<file path="src/hw/rtl/mfsb_pkg.sv">
// Shared types and codes for the multilevel free-space bitmap.
package mfsb_pkg;

	typedef enum logic [1:0] {
		OP_FIND    = 2'd0,
		OP_UPGRADE = 2'd1,
		OP_DOWN    = 2'd2,
		OP_GROW    = 2'd3
	} op_t;

	typedef enum logic [1:0] {
		ST_OK      = 2'd0,
		ST_BADLVL  = 2'd1,
		ST_BOUND   = 2'd2,
		ST_NOINIT  = 2'd3
	} status_t;

	localparam int unsigned SEQ_W  = 32;
	localparam int unsigned SIZE_W = 13;

	// Commands from the controller to the datapath.
	typedef struct packed {
		logic clr_step;
		logic load;
		logic decode;
		logic lvl_step;
		logic mem_rd;
		logic tgt;
		logic find_chk;
		logic mod_step;
		logic bound_chk;
		logic up_chk;
		logic tgt_chk;
		logic finish;
	} ctl_cmd_t;

	// Status from the datapath to the controller.
	typedef struct packed {
		logic clr_last;
		logic pv_bad;
		logic is_grow;
		logic lvl_bad;
		logic is_find;
		logic cur_end;
		logic cur_tgt;
		logic cnt_zero;
		logic word_end;
		logic hit;
		logic mod_last;
		logic oob;
		logic out_free;
	} dp_stat_t;

endpackage

</file>
<file path="src/hw/rtl/mfsb_ctrl.sv">
// Controller state machine of the multilevel free-space bitmap.
module mfsb_ctrl (
	input  logic                 clk,
	input  logic                 arst_n,
	input  logic                 in_valid,
	output logic                 in_stall,
	input  mfsb_pkg::dp_stat_t   st,
	output mfsb_pkg::ctl_cmd_t   cmd
);

	typedef enum logic [13:0] {
		S_CLEAR  = 14'b00000000000001,
		S_IDLE   = 14'b00000000000010,
		S_DECODE = 14'b00000000000100,
		S_FLVL   = 14'b00000000001000,
		S_FRD    = 14'b00000000010000,
		S_FCHK   = 14'b00000000100000,
		S_MOD    = 14'b00000001000000,
		S_BOUND  = 14'b00000010000000,
		S_URD    = 14'b00000100000000,
		S_UCHK   = 14'b00001000000000,
		S_TCHK   = 14'b00010000000000,
		S_DONE   = 14'b00100000000000,
		S_SPARE1 = 14'b01000000000000,
		S_SPARE2 = 14'b10000000000000
	} state_t;

	state_t state_q, state_d;

	always_ff @(posedge clk or negedge arst_n) begin
		if (!arst_n) begin
			state_q <= S_CLEAR;
		end else begin
			state_q <= state_d;
		end
	end

	always_comb begin
		state_d  = state_q;
		cmd      = '0;
		in_stall = 1'b1;
		case (state_q)
			S_CLEAR: begin
				cmd.clr_step = 1'b1;
				if (st.clr_last) begin
					state_d = S_IDLE;
				end
			end
			S_IDLE: begin
				in_stall = 1'b0;
				if (in_valid) begin
					cmd.load = 1'b1;
					state_d  = S_DECODE;
				end
			end
			S_DECODE: begin
				cmd.decode = 1'b1;
				if (st.pv_bad || st.is_grow || st.lvl_bad) begin
					state_d = S_DONE;
				end else if (st.is_find) begin
					state_d = S_FLVL;
				end else begin
					state_d = S_MOD;
				end
			end
			S_FLVL: begin
				if (st.cur_end) begin
					state_d = S_DONE;
				end else if (st.cnt_zero) begin
					cmd.lvl_step = 1'b1;
				end else begin
					state_d = S_FRD;
				end
			end
			S_FRD: begin
				if (st.word_end) begin
					cmd.lvl_step = 1'b1;
					state_d      = S_FLVL;
				end else begin
					cmd.mem_rd = 1'b1;
					state_d    = S_FCHK;
				end
			end
			S_FCHK: begin
				cmd.find_chk = 1'b1;
				state_d      = st.hit ? S_DONE : S_FRD;
			end
			S_MOD: begin
				cmd.mod_step = 1'b1;
				if (st.mod_last) begin
					state_d = S_BOUND;
				end
			end
			S_BOUND: begin
				cmd.bound_chk = 1'b1;
				state_d       = st.oob ? S_DONE : S_URD;
			end
			S_URD: begin
				if (st.cur_end) begin
					cmd.mem_rd = 1'b1;
					cmd.tgt    = 1'b1;
					state_d    = S_TCHK;
				end else if (st.cur_tgt) begin
					cmd.lvl_step = 1'b1;
				end else begin
					cmd.mem_rd = 1'b1;
					state_d    = S_UCHK;
				end
			end
			S_UCHK: begin
				cmd.up_chk = 1'b1;
				state_d    = S_URD;
			end
			S_TCHK: begin
				cmd.tgt     = 1'b1;
				cmd.tgt_chk = 1'b1;
				state_d     = S_DONE;
			end
			S_DONE: begin
				cmd.tgt = 1'b1;
				if (st.out_free) begin
					cmd.finish = 1'b1;
					state_d    = S_IDLE;
				end
			end
			default: begin
				state_d = S_IDLE;
			end
		endcase
	end

endmodule

</file>
<file path="config.mk">
export PLATFORM = sky130hd
export DESIGN_NAME = mfsb_ctrl
export DESIGN_NICKNAME = d
export VERILOG_FILES = /design/src/hw/rtl/mfsb_pkg.sv /design/src/hw/rtl/mfsb_ctrl.sv
export SDC_FILE = /design/constraint.sdc
export NUM_CORES = 1
export LEC_CHECK = 0
export BUFFER_PORTS_ARGS = -buffer_cell sky130_fd_sc_hd__buf_2
export CAP_MARGIN = 20
export CORE_ASPECT_RATIO = 0.8
export CORE_UTILIZATION = 44
export DETAILED_ROUTE_END_ITERATION = 6
export PLACE_DENSITY_LB_ADDON = 0.12
export SLEW_MARGIN = 20
export SYNTH_ARGS = -nofsm -noshare
export SYNTH_HDL_FRONTEND = slang
export SYNTH_SLANG_ARGS = --single-unit
export TNS_END_PERCENT = 10
</file>
<file path="constraint.sdc">
create_clock -name clk -period 2.5 [get_ports clk]
set_clock_uncertainty 0.2 [all_clocks]
set_input_delay 0.5 -clock clk [delete_from_list [all_inputs] [get_ports clk]]
set_output_delay 0.5 -clock clk [all_outputs]
set_load 0.01 [all_outputs]
</file>
# Yosys cells after proc, flatten, opt, wreduce, memory -nomap -nowiden
# Index checks and enable logic that the tools add are counted.
# word_totals
ff_bits	14
in_bits	16
output_inout_bits	13
word_cells	61
# op_classes
n_eq_ne	18
mux	38
n_reduce_logical	4
# ops
op	count
one-hot mux 14 bit (12 select lines)	1
two-way mux 14 bit	9
two-way mux 12 bit	2
two-way mux 1 bit	21
== test 14 x 1 -> 1 bit (second input constant)	1
== test 14 x 10 -> 1 bit (second input constant)	1
== test 14 x 11 -> 1 bit (second input constant)	1
== test 14 x 12 -> 1 bit (second input constant)	1
== test 14 x 2 -> 1 bit (second input constant)	1
== test 14 x 3 -> 1 bit (second input constant)	1
== test 14 x 4 -> 1 bit (second input constant)	1
== test 14 x 5 -> 1 bit (second input constant)	1
== test 14 x 6 -> 1 bit (second input constant)	1
== test 14 x 7 -> 1 bit (second input constant)	1
== test 14 x 8 -> 1 bit (second input constant)	1
== test 14 x 9 -> 1 bit (second input constant)	1
!= test 2 bit (second input constant)	4
two-way mux 7 bit	1
two-way mux 6 bit	1
!= test 3 bit (second input constant)	2
AND reduction 6 bit	1
one-hot mux 1 bit (2 select lines)	2
one-hot mux 1 bit (3 select lines)	1
logical OR 1 bit	2
OR reduction 2 bit	1

# Longest topological paths before layout
# logic_depth
word_depth	4
mapped_depth	6

# Least setup slack after synthesis
# OpenSTA, ideal clock, no wires.
# synth_path
path_kind	reg2out
start	reg state_q[10]
end	out cmd[7] (netlist bit)
t_arrival_ns	1.984
path_slack_ns	-0.184
stages_incl_launch_ff	7
cell_sequence	dfrtp_1 -> buf_2 -> or4_4 -> or4_4 -> nor3b_2 -> and2b_1 -> o21bai_1
# synth_lines
element	line	rtl
from (decl)	mfsb_ctrl.sv:28	state_t state_q, state_d;
from (signal assigned)	mfsb_ctrl.sv:34	state_q <= state_d;
to (decl)	mfsb_ctrl.sv:8	output mfsb_pkg::ctl_cmd_t cmd

==> out/metrics.yaml <==
run_status:
  outcome: "complete, but fails checks"
  violations: "setup timing"
timing:
  setup_slack_ps: -513
  maxSlewViolCount: 0
  period_needed_ps: 3010
  hold_ws_ps: 159
  setup_viol: 12
  final.period_utilization: 1.21
  tns_ps: -3000
  tightest_slew_ps: 419
  fmax_ghz: 0.332
  max-slew-margin-rel: 0.718
  final-hold-violation-count: 0
  rsz0062_at_grt: "yes"
yosys:
  synth_top_family_by_area: "simple AND/OR/NAND/NOR gates"
  ys_types: 41
  yosysMostFrequentCell: "nor2_1"
  synth_fa_ha_area_frac: 0
  synth_seq_cells: 12
  netlist_instances: 103
  syn_area_um2: 882
  synth_compound_area_frac: 0.174
  synth_nets: 119
  synth_xor_area_frac: 0.0397
  synth_top_area_frac: 0.312
  synth_edf_count: 0
  synth_top_area_cell: "dfrtp_1"
  ys_seq_area_frac: 0.342
  syn_area_per_cell_um2: 8.56
  synth_common_cells: "nor2_1, dfrtp_1, inv_1"
  synth-simple-area-share: 0.379
  synthArstFlopShare: 1.00
  synthMuxAreaShare: 0.0113
  ys_warn_count: 0
  yosys-top-cells-area: "dfrtp_1, nor2_1, inv_1, or4_4, nor3_1"
  synthFlopType: "dfrtp_1"
setup_path:
  path_buf_inv: 1
  critPathSlowestCell: "or4_4"
  rr_worst_depth: 7
  timing.critical_path.from_type: "flop"
  cpMostUsedCell: "or4_4"
  crit_chain: "or4_4 -> or4_4 -> nor3b_4 -> and2b_1 -> o21bai_2 -> buf_2"
  crit_family: "simple AND/OR/NAND/NOR gates"
  worstPathArrival_ps: 2310
  endpoint_kind: "output port"
  cp_max_fo: 2
  rrSetupSlack_ps: 0
  required_ps: 1800
  worstSetupPathType: "reg2out"
  slowest_delay_ps: 530
  reg2reg_from: "state_q[1]"
  r2r_end: "state_q[1]"
place:
  place_congestion: 0.897
  placed_cells: 177
  dp_hpwl_um: 2060
  portBuffers: 28
global_routing:
  grt-ovfl-total: 0
  grtUsageMet1: 0.383
  use_met3: 0.0906
  grt_pass1_vias: 995
  use_met2: 0.431
  antenna_found_initial: 0
  grt_pass1_wl_um: 4570
  grt_use_total: 0.289
  grt_max_degree: 13
  top_usage_layer: "met2"
finish:
  regMostFlops: "state_q"
  syn2layout_area_growth_pct: 52.5
  final_nets: 176
  drive_gt1_frac: 0.491
  largest_reg_flops: 12
  fin_util: 0.711
  fin_cells: 183
  top_regs: "state_q x12"
  diodes: 0
clocking:
  cts_tree: "built"
  cts.sinks: 12
  numCtsBuffers: 3
  clkLatencyLatePin_ps: 270
  root_buffer: "clkbuf_4"
  clock_path_buffers: 2
  cts-htree-levels: 1
  path_clk_slew_ps: 80
die:
  dieWidth_um: 52.1
  rows: 14
  io_pins: 29
  die_h_um: 42.0
  dieArea_mm2: 0.00219
  initial_core_util: 0.466
  coreArea_mm2: 0.00189
power:
  p_seq_frac: 0.236
  p_leak_nw: 0.711
  clockPowerShare: 0.133
  pwr-share-comb: 0.631
  power_density_mw_per_mm2: 723
  swShare: 0.397
  switching_power_uw: 386
  peakVddDrop_mv: 0.388
  internal-power_uw: 586
detailed_routing:
  dr.first_iter.drc_count: 37
  routed_wl_um: 2770
  vias_per_cell: 5.73
  drtPass1Iterations: 4
  route.detailed.drc: 0
  detail_route.wl_per_cell_um: 15.1
  ant_nets: 0
  via_count: 1049
min_path:
  whs_path_depth: 2
  worstHoldEndpoint: "state_q[0]"
  hp-class: "in2reg"
  hold_start: "st[12]"
run:
  maxCapViolations: 0
==> routing by layer <==
| metal | wire (um) | vias to the layer above |
|---|---|---|
| met4 | 74 | 0 |
| met1 | 1170 | 487 |
| li1 | - | 495 |
| met2 | 1270 | 58 |
| met5 | 0 | - |
| met3 | 254 | 9 |
==> repair_timing <==
item	4_1_cts	5_1_grt
pin swaps	3	3
resized for setup	12	5
endpoints found under the setup margin	14	15
setup buffers	1	0
cloned	0	0
hold endpoints to repair	11	0
hold buffers	1	0
==> worst max-delay path by stage <==
stage                     slack [ps]        start  cells past startpoint     end
after global placement          -170   state_q[8]                      6  cmd[7]
after floorplan                 -130  state_q[10]                      6  cmd[7]
after detailed placement        -220   state_q[8]                      6  cmd[7]
after global routing            -610   state_q[9]                      6  cmd[7]
final                           -510   state_q[9]                      6  cmd[7]
after CTS                       -530   state_q[8]                      6  cmd[7]
==> stage by stage <==
stage / worst slack (ps) / area (um^2) / power [mW]
final: -513 / 1350 / 0.972
after global placement: -171 / 1230 / 0.755
after floorplan: -132 / 888 / 0.530
after CTS: -527 / 1330 / 0.945
after detailed placement: -222 / 1230 / 0.763
after global routing: -608 / 1350 / 1.04
==> cell families (layout without fill, tap and decap cells) <==
group / after synthesis / in the layout
AOI/OAI and AO/OA: 20 / 20
xor gates and xnor gates: 4 / 4
buffers and inverters: 12 / 68
DFF: 12 / 12
muxes: 1 / 1
and+or+nand+nor: 54 / 54
==> final cells by class <==
type / count / area (um^2)
inverters: 9 / 33.8
repair buffers: 55 / 353
multi-input cells: 79 / 601
flip-flops and latches: 12 / 302
fillers: 153 / 547
clock buffers: 4 / 26.3
well taps: 24 / 30.0
==> cell usage in the layout (no fill, tap or decap), types with 2 or more instances in the layout <==
master     Yosys  routed
o211ai_1       3       3
nor2_4         0       2
nor4_1         3       2
buf_2          2      28
xnor2_1        2       2
o2bb2ai_1      2       2
nand2_1        5       5
buf_6          0       2
nor3b_4        0       2
o21ai_0        3       3
nor3_1         6       5
nor2b_1        2       2
o22ai_1        2       2
nand4_1        2       2
clkbuf_4       0       3
nand2b_1       2       2
dfrtp_1       11      11
or4_4          3       5
buf_4          0      24
inv_1          9       9
nor2_1        14      12
xor2_1         2       2
a32oi_1        2       2
==> power by group through the flow <==
| stage | Sequential (mW) | Combinational [mW] | Clock (mW) |
|---|---|---|---|
| after floorplan | 0.248 | 0.283 | 0 |
| after detailed placement | 0.231 | 0.533 | 0 |
| final | 0.229 | 0.613 | 0.130 |
| after global placement | 0.231 | 0.524 | 0 |
| after CTS | 0.229 | 0.583 | 0.133 |
| after global routing | 0.233 | 0.664 | 0.139 |
==> worst reg2reg max path, stage by stage, from the launching register on <==
cell       delay (ps)
dfrtp_1           390
or4_4             540
buf_4             170
or4_4             460
buf_4             160
nand2b_4          130
o2111ai_2         150
mux2i_1           220
Note: power is estimated with default switching activity, not from simulation.
